===== src/hdl/sgtp_serdiv.sv =====
`timescale 1ns / 1ps
// ----------------------------------------------------------------------------
// sgtp_serdiv
// Restoring divider, one quotient bit per cycle, remainder kept narrow.
// ----------------------------------------------------------------------------
module sgtp_serdiv #(
  parameter int unsigned NumW = 64,
  parameter int unsigned DenW = 32
) (
  input  logic            clk_i,
  input  logic            rst_ni,
  input  logic            start_i,
  input  logic [NumW-1:0] num_i,
  input  logic [DenW-1:0] den_i,
  output logic            done_o,
  output logic [NumW-1:0] quo_o,
  output logic [DenW-1:0] rem_o
);
  localparam int unsigned CntW = $clog2(NumW + 1);

  logic [NumW-1:0] num_q, num_d;
  logic [NumW-1:0] quo_q, quo_d;
  logic [DenW-1:0] rem_q, rem_d;
  logic [DenW-1:0] den_q;
  logic [CntW-1:0] cnt_q, cnt_d;
  logic            busy_q, busy_d, done_q, done_d;
  logic [DenW:0]   trial;
  logic [DenW:0]   shifted;

  assign shifted = {rem_q, num_q[NumW-1]};
  assign trial   = shifted - {1'b0, den_q};

  always_comb begin
    num_d  = num_q;
    quo_d  = quo_q;
    rem_d  = rem_q;
    cnt_d  = cnt_q;
    busy_d = busy_q;
    done_d = 1'b0;
    if (start_i) begin
      num_d  = num_i;
      rem_d  = '0;
      cnt_d  = CntW'(NumW);
      busy_d = 1'b1;
    end else if (busy_q) begin
      num_d = {num_q[NumW-2:0], 1'b0};
      if (!trial[DenW]) begin
        rem_d = trial[DenW-1:0];
        quo_d = {quo_q[NumW-2:0], 1'b1};
      end else begin
        rem_d = shifted[DenW-1:0];
        quo_d = {quo_q[NumW-2:0], 1'b0};
      end
      cnt_d = cnt_q - 1'b1;
      if (cnt_q == CntW'(1)) begin
        busy_d = 1'b0;
        done_d = 1'b1;
      end
    end
  end

  always_ff @(posedge clk_i or negedge rst_ni) begin
    if (!rst_ni) begin
      busy_q <= 1'b0;
      done_q <= 1'b0;
      cnt_q  <= '0;
    end else begin
      busy_q <= busy_d;
      done_q <= done_d;
      cnt_q  <= cnt_d;
    end
  end

  always_ff @(posedge clk_i) begin
    num_q <= num_d;
    quo_q <= quo_d;
    rem_q <= rem_d;
    if (start_i) den_q <= den_i;
  end

  assign done_o = done_q;
  assign quo_o  = quo_q;
  assign rem_o  = rem_q;
endmodule


===== config.mk =====
export PLATFORM = sky130hd
export DESIGN_NAME = sgtp_serdiv
export DESIGN_NICKNAME = d
export VERILOG_FILES = /design/src/hdl/sgtp_serdiv.sv
export SDC_FILE = /design/constraint.sdc
export NUM_CORES = 1
export LEC_CHECK = 0
export BUFFER_PORTS_ARGS = -buffer_cell sky130_fd_sc_hd__buf_4
export CORE_MARGIN = 2
export CORE_UTILIZATION = 50
export CTS_BUF_LIST = sky130_fd_sc_hd__clkbuf_8
export DETAILED_ROUTE_END_ITERATION = 12
export PLACE_DENSITY = 0.74
export REMOVE_ABC_BUFFERS = 1
export SYNTH_ARGS = -nofsm -noshare
export SYNTH_HDL_FRONTEND = slang
export SYNTH_SLANG_ARGS = --single-unit

===== constraint.sdc =====
create_clock -name clk_i -period 4.3 [get_ports clk_i]
set_input_delay 0.215 -clock clk_i [delete_from_list [all_inputs] [get_ports clk_i]]
set_output_delay 0.215 -clock clk_i [all_outputs]
set_load 0.1 [all_outputs]

## Word-level counts from Yosys, hierarchy flattened

Index checks and enable logic that the tools add are counted.

| storage, ports and cells | value |
|---|---|
| word-level logic and storage cells | 25 |
| bits in registers | 201 |
| output and inout bits | 97 |
| input bits | 99 |

| operators by class | value |
|---|---|
| eq/ne operators | 1 |
| reduce and logical (&&, ||, !) cells | 2 |
| bitwise operators | 1 |
| multiplexer cells | 12 |
| $add $sub $neg | 2 |

Operators with widths:

| cell | number |
|---|---|
| $mux W64 | 2 |
| $sub A33 B32 Y33 | 1 |
| $mux W32 | 1 |
| $mux W7 | 2 |
| $eq A7 B1 Y1 const B | 1 |
| $mux W1 | 7 |
| $sub A7 B1 Y7 const B | 1 |
| $reduce_and A2 Y1 | 1 |
| $reduce_bool A2 Y1 | 1 |
| $not A1 Y1 | 1 |

## Depth between registers and ports, before layout

Gate-level depths: netlist of run 1.

| depth | value |
|---|---|
| depth after elaboration | 4 |
| gate-level depth with buffers | 14 |
| gate-level depth less buffers | 13 |

## Least setup slack after synthesis of run 1

No wires, ideal clock.

| path | value |
|---|---|
| path type | register to register |
| start | reg rem_q[0] (netlist: rem_o[0]) |
| end | reg rem_q[0] (netlist: rem_o[0]) |
| arrival time | 3734 ps |
| required time | 4194 ps |
| path slack | 460 ps |
| library setup time | 106 ps |
| buffers on the path | 1 |
| stages on the path, launching flop included | 13 |
| clock period less this slack | 3840 ps |
| path through | dfxtp_1 > inv_1 > fa_1 > nand2b_1 > a21oi_1 > o211ai_2 > a21oi_2 > a2111oi_4 > o31a_2 > xor2_2 > buf_6 > or4b_1 > o311ai_0 |

| on the way | value |
|---|---|
| cells in the longest elaborated chain, start to end | 2 |

RTL lines:

| what | RTL line | text |
|---|---|---|
| start, declared | 23 | `logic [DenW-1:0] rem_q, rem_d;` |
| start signal, assigned | 77 | `rem_q <= rem_d;` |
| $sub A33 B32 Y33 | 31 | `assign trial = shifted - {1'b0, den_q};` |
| $mux W32 | 47 | `if (!trial[DenW]) begin` |

No other way between the ends.
A chain may end at the register's enable or synchronous reset.

## Final worst setup path of run 1

| path | value |
|---|---|
| start | reg num_q[63] |
| end | reg rem_q[31] (netlist: rem_o[31]) |

| on the way | value |
|---|---|
| cells in the longest elaborated chain, start to end | 2 |

RTL lines:

| what | RTL line | text |
|---|---|---|
| start, declared | 21 | `logic [NumW-1:0] num_q, num_d;` |
| start signal, assigned | 75 | `num_q <= num_d;` |
| $sub A33 B32 Y33 | 31 |  |
| $mux W32 | 47 |  |

No other way between the ends.

==> results.rst, run 1 <==
.. list-table::
   :header-rows: 1

   * - Metric
     - Value
   * - Status
     - finished, final reports clean
   * - Pleak
     - around 0.0053 uW
   * - Fill cell total of the finished layout
     - 1285
   * - Count of yosys warnings during synthesis
     - 0
   * - Number of pins exceeding their max-slew limit in the final report
     - 0
   * - Final setup violating endpoints
     - 0
   * - Fmax
     - around 270 MHz
   * - Placer Congestion
     - 0.921
   * - Number of DRC markers in iteration 0
     - 346
   * - Number of enable flip-flop cells after synthesis
     - 160
   * - H-tree Lvls
     - 2
   * - Initial standard-cell utilization of the core
     - between 50% and 60%
   * - Share of the core filled with cells
     - slightly below 70%
   * - Period Utilization, post-route
     - around 85%
   * - Post-detailed-placement half-perimeter wirelength
     - between 10000 and 15000 um
   * - Ratio of routed vias to standard cells
     - ~5.3
   * - Placeable Area
     - ~18000 um^2
   * - NetSw
     - 3200 uW
   * - Period minus WS final
     - between 3000 and 4000 ps
   * - List of cells traversed by the critical path
     - inv_1, ha_1, fa_1, nand2b_1, a21oi_1, o211ai_2, a21oi_2, a2111oi_4, o31a_2, xor2_2, inv_2, o2111ai_1, a311oi_1
   * - Final Instance Area
     - roughly 12000 um^2
   * - Die area
     - between 15000 and 20000 um^2
   * - Total placed instance area
     - roughly 11000 um^2
   * - Fraction of registers with async set/reset
     - under 10%
   * - Clock Tree Buf Depth
     - 3
   * - Die Y
     - roughly 140 um
   * - Mean instance size in the synthesized netlist
     - between 10 and 15 um^2
   * - Type of destination of the critical path
     - flop
   * - Relative slew margins
     - 46.8%
   * - Number of antenna violations at the first check in global routing
     - 0
   * - CTS buffer count
     - 36
   * - Via count of the first global-routing pass
     - around 6900
   * - Number of synthesized register bits
     - 201
   * - Synth Instances
     - 696
   * - Ranking of synthesized cells by instance count
     - sky130_fd_sc_hd__edfxtp_1, sky130_fd_sc_hd__mux2_2, sky130_fd_sc_hd__nand2_1
   * - Top cell type's share of synthesized area
     - between 50% and 60%
   * - Critical Setup Path Class
     - reg2reg
   * - Worst path max stage delay
     - 460 ps
   * - First-pass DRT Iterations
     - 5
   * - Power density normalized to cell area
     - approximately 600 nW/um^2
   * - Combinational fraction of design power
     - a little over two fifths
   * - Switching power share of the total
     - 42.5%
   * - Setup repair after global routing missed its margin
     - false
   * - Number of nets with antenna violations after routing
     - 0
   * - Aggregate global-route resource usage
     - between 20 and 25%
   * - Maximum ir drop on the vdd rail
     - approximately 430 uV
   * - Top fanout value on the critical path
     - 32
   * - Combined area of all synthesized cells
     - 9130 um^2
   * - Hold Vio Cnt, Final
     - 0
   * - Skew-Pair Late Insertion Delay
     - between 500 and 600 ps
   * - Internal power summed over all cells
     - 4320 uW
   * - Clk sink count
     - roughly 200
   * - Worst R2R Start
     - num_q[63]
   * - Startpoint of the most critical setup path
     - num_q[63]
   * - Largest clock skew in the final design
     - roughly 34 ps
   * - Final sum of negative setup slack
     - 0 ps
   * - Worst endpoint required time
     - roughly 4700 ps
   * - CP max stage cell
     - sky130_fd_sc_hd__inv_2
   * - Routed wire per std cell
     - 17.4 um
   * - Arrival @ worst endpoint
     - between 4000 and 5000 ps
   * - Count of buffers from port buffering
     - 195
   * - Area added between synthesis and finish
     - 36.2%
   * - Count of maximum capacitance violations
     - 0
   * - Horizontal die dimension
     - between 100 and 150 um
   * - Diode count
     - 0
   * - Drt drc
     - 0
   * - Global-route wire length before repair
     - roughly 35000 um
   * - Number of distinct standard cells referenced by the synthesized netlist
     - 66
   * - Share of power burned in registers
     - 35.8%
   * - Most frequent cell after synthesis
     - sky130_fd_sc_hd__edfxtp_1
   * - Fraction of layout instances using a drive strength above 1
     - 31.6%
   * - Worst slack on hold paths
     - 9.70 ps
   * - Via count
     - 6714
   * - TritonCTS clock tree
     - yes
   * - Sequential area share after synthesis
     - about 62%
   * - Slew @ Worst Pin
     - approximately 800 ps
   * - Post-CTS setup repair buffer count
     - 0
   * - Power, Total
     - around 7500 uW
   * - IO Count
     - between 150 and 200
   * - Type of the worst min-delay path
     - in2reg
   * - CTS Root Cell
     - sky130_fd_sc_hd__clkbuf_8
   * - Row cnt
     - between 40 and 50
   * - Start point of the worst min-delay path
     - num_i[31]
   * - Total gr overflow
     - 0
   * - Kind of start point of the critical path
     - flop
   * - Top_reg_cell synth
     - sky130_fd_sc_hd__edfxtp_1
   * - Fraction of power consumed by the clock network
     - between 20 and 25%
   * - Clock slew at the register clock pins of the worst setup and hold paths
     - around 60 ps
   * - Detailed-route wire length
     - 21800 um
   * - Largest net degree at the start of global routing
     - 70
   * - Leading post-synthesis cells by cell area
     - sky130_fd_sc_hd__edfxtp_1, sky130_fd_sc_hd__mux2_2, sky130_fd_sc_hd__dfxtp_1
   * - Number of nets at the end of the flow
     - between 1000 and 1500
   * - Most area-hungry cell type in the Yosys netlist
     - sky130_fd_sc_hd__edfxtp_1
-- through the flow --
| stage | worst slack, ps | instances |
|---|---|---|
| 4_1_cts | 613 | 1257 |
| 2_1_floorplan | -207 | 666 |
| 3_3_place_gp | 725 | 1097 |
| 3_5_place_dp | 622 | 1097 |
| 6_report | 631 | 1257 |
| 5_1_grt | 311 | 1257 |
-- path summary, 6_finish.rpt --
path                       cells past startpoint  slack (ps)         to
setup / recovery                              13         630  rem_o[31]
hold / removal                                 2          10  num_q[31]
setup reg to reg                              13         630  rem_o[31]
hold reg to reg                                0         440  quo_o[46]
max in group asynchronous                      2        4100   cnt_q[6]
min in group asynchronous                      2          60   cnt_q[5]
-- area by class of cell --
cell class	instances	area [um^2]	area share [%]
multi-input combinational	424	3170	25.5
inverter	41	154	1.24
clock inverter	24	121	0.976
tap	229	287	2.30
clock buffer	40	551	4.43
timing repair buffer	298	2490	20.0
sequential	201	5670	45.6
-- sequential cells by signal, indices dropped and copies added (netlist names) --
register and cells:
num_q 64, quo_o 64, den_q 32, rem_o 32, cnt_q 7, busy_q 1, done_o 1
-- metal layers --
layer / global-route usage [%] / vias to the layer above / routed length, um
met5: 0 / - / 0
met4: 7.60 / 0 / 459
met3: 6.53 / 40 / 1720
met2: 37.6 / 260 / 10600
met1: 27.8 / 3200 / 9100
li1: - / 3214 / -
-- power by group through the flow --
stage               combinational, uW  clock (uW)  sequential [uW]
floorplan                        1210           0             3810
global placement                 3000           0             2720
detailed placement               3030           0             2720
CTS                              3110        1740             2690
global route                     3350        1820             2730
finish                           3120        1700             2690
-- placed cells by master, fill, tap and decap left out, types with 3 or more instances in the layout --
cell | synthesis | layout
sky130_fd_sc_hd__or3b_2 | 3 | 3
sky130_fd_sc_hd__a311oi_1 | 18 | 18
sky130_fd_sc_hd__a31o_2 | 3 | 3
sky130_fd_sc_hd__nor3b_1 | 3 | 3
sky130_fd_sc_hd__o211ai_1 | 3 | 3
sky130_fd_sc_hd__clkinv_1 | 0 | 10
sky130_fd_sc_hd__o21ai_0 | 23 | 23
sky130_fd_sc_hd__xor2_1 | 15 | 15
sky130_fd_sc_hd__o31ai_1 | 3 | 3
sky130_fd_sc_hd__nor3_1 | 5 | 5
sky130_fd_sc_hd__inv_1 | 39 | 50
sky130_fd_sc_hd__clkbuf_8 | 0 | 40
sky130_fd_sc_hd__nand4_1 | 4 | 4
sky130_fd_sc_hd__a21oi_1 | 26 | 26
sky130_fd_sc_hd__and2_1 | 5 | 5
sky130_fd_sc_hd__inv_2 | 2 | 3
sky130_fd_sc_hd__or2_2 | 3 | 3
sky130_fd_sc_hd__a211oi_1 | 6 | 6
sky130_fd_sc_hd__buf_4 | 1 | 201
sky130_fd_sc_hd__a32oi_1 | 6 | 6
sky130_fd_sc_hd__ha_1 | 34 | 34
sky130_fd_sc_hd__edfxtp_1 | 160 | 160
sky130_fd_sc_hd__nand3_1 | 15 | 15
sky130_fd_sc_hd__o21a_1 | 4 | 4
sky130_fd_sc_hd__a21o_1 | 13 | 13
sky130_fd_sc_hd__nor2_1 | 42 | 42
sky130_fd_sc_hd__dfxtp_1 | 32 | 32
sky130_fd_sc_hd__nand2_1 | 61 | 61
sky130_fd_sc_hd__dfrtp_1 | 9 | 9
sky130_fd_sc_hd__and3_1 | 6 | 6
sky130_fd_sc_hd__mux2i_1 | 4 | 4
sky130_fd_sc_hd__dlygate4sd3_1 | 0 | 96
sky130_fd_sc_hd__xnor2_1 | 14 | 14
sky130_fd_sc_hd__mux2_2 | 63 | 63
sky130_fd_sc_hd__nand2b_1 | 5 | 5
-- critical path, delay by kind of cell (launching register included) --
family / cells / cell delay (ps)
compound gates: 7 / 1770
simple gates: 1 / 180
flops: 1 / 340
buf+inv: 2 / 510
xor+xnor: 1 / 150
fa+ha+maj: 2 / 610
-- cell families after synthesis --
group           synth area share, %
compound gates                 10.0
mux                            8.21
simple gates                   8.62
buf+inv                        3.23
fa+ha+maj                      4.88
xor+xnor                       2.96
flops                          62.1
-- timing repair --
item                                    4_1_cts  5_1_grt
resized for setup                             0        0
endpoints found under the setup margin        0        0
hold endpoints to repair                    104        0
hold buffers                                 96        0
Note: power is estimated with default switching activity, not from simulation.
==> run 2, diff against run 1 <==
Settings changed: CORE_UTILIZATION 50 to 38, GPL_ROUTABILITY_DRIVEN from default to 0, PLACE_DENSITY 0.74 to default.
==> results.rst, run 2 (synthesis results as in run 1) <==
.. list-table::
   :header-rows: 1

   * - Metric
     - Value
   * - Status
     - finished, final reports clean (unchanged)
   * - Largest net degree at the start of global routing
     - 65 (was 70)
   * - Power, Total
     - 7420 uW (was 7510 uW)
   * - Diode count
     - 0 (unchanged)
   * - Arrival @ worst endpoint
     - 4150 ps (was 4100 ps)
   * - Final Instance Area
     - 12500 um^2 (was 12400 um^2)
   * - Start point of the worst min-delay path
     - num_i[63] (was num_i[31])
   * - Number of DRC markers in iteration 0
     - 383 (was 346)
   * - Fraction of layout instances using a drive strength above 1
     - 31.9% (was 31.6%)
   * - CP max stage cell
     - sky130_fd_sc_hd__fa_1 (was sky130_fd_sc_hd__inv_2)
   * - CTS buffer count
     - 37 (was 36)
   * - Largest clock skew in the final design
     - 11.2 ps (was 34.3 ps)
   * - Most used cells in the layout excluding fill and tap cells
     - sky130_fd_sc_hd__buf_4, sky130_fd_sc_hd__edfxtp_1, sky130_fd_sc_hd__dlygate4sd3_1 (unchanged)
   * - Post-detailed-placement half-perimeter wirelength
     - 13900 um (was 13400 um)
   * - Hold Crit Depth
     - 2 (unchanged)
   * - List of cells traversed by the critical path
     - inv_1, ha_1, fa_1, nand2b_1, a21oi_1, o211ai_2, a21oi_2, a2111oi_4, o31a_2, xor2_2, inv_2, buf_4, nand2_1, a311oi_1 (was inv_1, ha_1, fa_1, nand2b_1, a21oi_1, o211ai_2, a21oi_2, a2111oi_4, o31a_2, xor2_2, inv_2, o2111ai_1, a311oi_1)
   * - Clock Tree Buf Depth
     - 3 (unchanged)
   * - Die Y
     - 159 um (was 139 um)
   * - Count of maximum capacitance violations
     - 0 (unchanged)
   * - Total placed instance area
     - 10900 um^2 (was 10800 um^2)
   * - Total gr overflow
     - 0 (unchanged)
   * - Endpoint of the worst register-to-register path
     - rem_o[6] (was rem_o[31])
   * - Worst-case reg-to-reg path depth
     - 14 (was 13)
   * - Clk sink count
     - 201 (unchanged)
   * - Skew-Pair Late Insertion Delay
     - 520 ps (was 540 ps)
   * - Top fanout value on the critical path
     - 24 (was 32)
   * - Power density normalized to cell area
     - 592 nW/um^2 (was 604 nW/um^2)
   * - Number of nets at the end of the flow
     - 1139 (was 1136)
   * - Count of buffers from port buffering
     - 195 (unchanged)
   * - Number of nets with antenna violations after routing
     - 0 (unchanged)
   * - Type of destination of the critical path
     - flop (unchanged)
   * - H-tree Lvls
     - 2 (unchanged)
   * - Fmax
     - 268 MHz (was 273 MHz)
   * - First-pass DRT Iterations
     - 4 (was 5)
   * - NetSw
     - 3190 uW (was 3200 uW)
   * - Routed wire per std cell
     - 15.8 um (was 17.4 um)
   * - Final setup violating endpoints
     - 0 (unchanged)
   * - Total of cells resized after clock tree synthesis
     - 0 (unchanged)
   * - Worst path max stage delay
     - 400 ps (was 460 ps)
   * - Share of power burned in registers
     - 36.1% (was 35.8%)
   * - TritonCTS clock tree
     - yes (unchanged)
   * - Relative slew margins
     - 51.7% (was 46.8%)
   * - Pleak
     - 0.00523 uW (was 0.00526 uW)
   * - Via count of the first global-routing pass
     - 6612 (was 6903)
   * - Setup repair after global routing missed its margin
     - false (unchanged)
   * - Number of antenna violations at the first check in global routing
     - 0 (unchanged)
   * - Switching power share of the total
     - 43.0% (was 42.5%)
   * - Hold Vio Cnt, Final
     - 0 (unchanged)
   * - Combinational fraction of design power
     - 42.4% (was 41.6%)
   * - Aggregate global-route resource usage
     - 16.5% (was 22.3%)
   * - Row cnt
     - 56 (was 49)
   * - Fill cell total of the finished layout
     - 2061 (was 1285)
   * - Die area
     - 25300 um^2 (was 19400 um^2)
   * - Number of pins exceeding their max-slew limit in the final report
     - 0 (unchanged)
   * - Detailed-route wire length
     - 21300 um (was 21800 um)
   * - Drt drc
     - 0 (unchanged)
   * - Global-route wire length before repair
     - 34100 um (was 35000 um)
   * - Leading cell type in the layout, fill and taps excluded
     - sky130_fd_sc_hd__buf_4 (unchanged)
   * - IO Count
     - 196 (unchanged)
   * - Worst R2R Start
     - num_q[63] (unchanged)
   * - Via count
     - 6621 (was 6714)
   * - Period minus WS final
     - 3730 ps (was 3670 ps)
   * - Internal power summed over all cells
     - 4230 uW (was 4320 uW)
   * - Placeable Area
     - 23500 um^2 (was 18000 um^2)
   * - Final sum of negative setup slack
     - 0 ps (unchanged)
   * - Type of the worst min-delay path
     - in2reg (unchanged)
   * - Kind of start point of the critical path
     - flop (unchanged)
   * - Ratio of routed vias to standard cells
     - 4.92 (was 5.34)
   * - Post-CTS setup repair buffer count
     - 0 (unchanged)
   * - Fraction of power consumed by the clock network
     - 21.4% (was 22.6%)
   * - Area added between synthesis and finish
     - 37.1% (was 36.2%)
   * - Worst endpoint required time
     - 4720 ps (was 4730 ps)
   * - Slew @ Worst Pin
     - 724 ps (was 798 ps)
   * - Critical Setup Path Class
     - reg2reg (unchanged)
   * - Period Utilization, post-route
     - 86.7% (was 85.3%)
   * - Share of the core filled with cells
     - 53.2% (was 69.3%)
   * - Setup slack on the worst flop-to-flop path
     - 570 ps (was 630 ps)
   * - Maximum ir drop on the vdd rail
     - 279 uV (was 426 uV)
   * - Clock slew at the register clock pins of the worst setup and hold paths
     - 60 ps (about the same)
   * - End point of the worst hold path
     - num_q[63] (was num_q[31])
   * - Horizontal die dimension
     - 159 um (was 139 um)
   * - Initial standard-cell utilization of the core
     - 38.8% (was 50.8%)
   * - CTS Root Cell
     - sky130_fd_sc_hd__clkbuf_8 (unchanged)
==> run 2: per-stage QoR <==
step | hold slack (ps) | cells | setup WS, ps
after floorplan | -80.6 | 666 | -207
after global placement | 47.7 | 1189 | 683
after detailed placement | 46.3 | 1189 | 626
after CTS | 3.24 | 1347 | 628
after global routing | 20.7 | 1347 | 322
final | 25.7 | 1347 | 570
==> run 2: how the worst max path moves through the flow <==
stage               startpoint         to  cells past startpoint  slack, ps
floorplan             rem_o[0]  rem_o[14]                     12       -210
global placement     num_q[63]   rem_o[7]                     14        680
CTS                  num_q[63]   rem_o[6]                     14        630
finish               num_q[63]   rem_o[6]                     14        570
global route         num_q[63]   rem_o[4]                     14        320
detailed placement   num_q[63]   rem_o[7]                     14        630
==> run 2: timing repair <==
item                       CTS  global route
hold endpoints to repair   104             0
hold buffers                96             0
setup endpoints to repair    0             0
==> run 2: cell type report <==
| class | instances | area (um^2) | share of cell area, % |
|---|---|---|---|
| clock buffers | 38 | 523 | 4.18 |
| clock inverters | 24 | 104 | 0.829 |
| inverters | 41 | 154 | 1.23 |
| multi-input cells | 424 | 3170 | 25.3 |
| flip-flops and latches | 201 | 5670 | 45.3 |
| well taps | 319 | 399 | 3.19 |
| repair buffers | 300 | 2500 | 20.0 |
==> run 2: layer usage <==
| layer | share of wire, % | up-vias | wire length [um] | GRT usage [%] |
|---|---|---|---|---|
| met2 | 45 | 227 | 9570 | 25.3 |
| met4 | 2.0 | 0 | 418 | 5.08 |
| met3 | 8.5 | 37 | 1800 | 5.26 |
| met1 | 45 | 3139 | 9500 | 22.3 |
| met5 | 0 | - | 0 | 0 |
| li1 | - | 3218 | - | - |
==> run 2: worst max-delay path: cells and delay by family (launching register included) <==
kind,cells,cell delay (ps)
flip-flops,1,340
AO/OA/AOI/OAI,6,1570
XOR/XNOR,1,160
AND/OR/NAND/NOR,2,250
adder cells (fa/ha/maj),2,610
buffers and inverters,3,700
==> run 2: power groups by stage <==
| stage | logic (uW) | registers [uW] | clock network [uW] |
|---|---|---|---|
| final | 3150 | 2680 | 1590 |
| after global routing | 3370 | 2720 | 1730 |
| after CTS | 3140 | 2680 | 1670 |
| after detailed placement | 3070 | 2720 | 0 |
| after global placement | 3050 | 2720 | 0 |
| after floorplan | 1210 | 3810 | 0 |
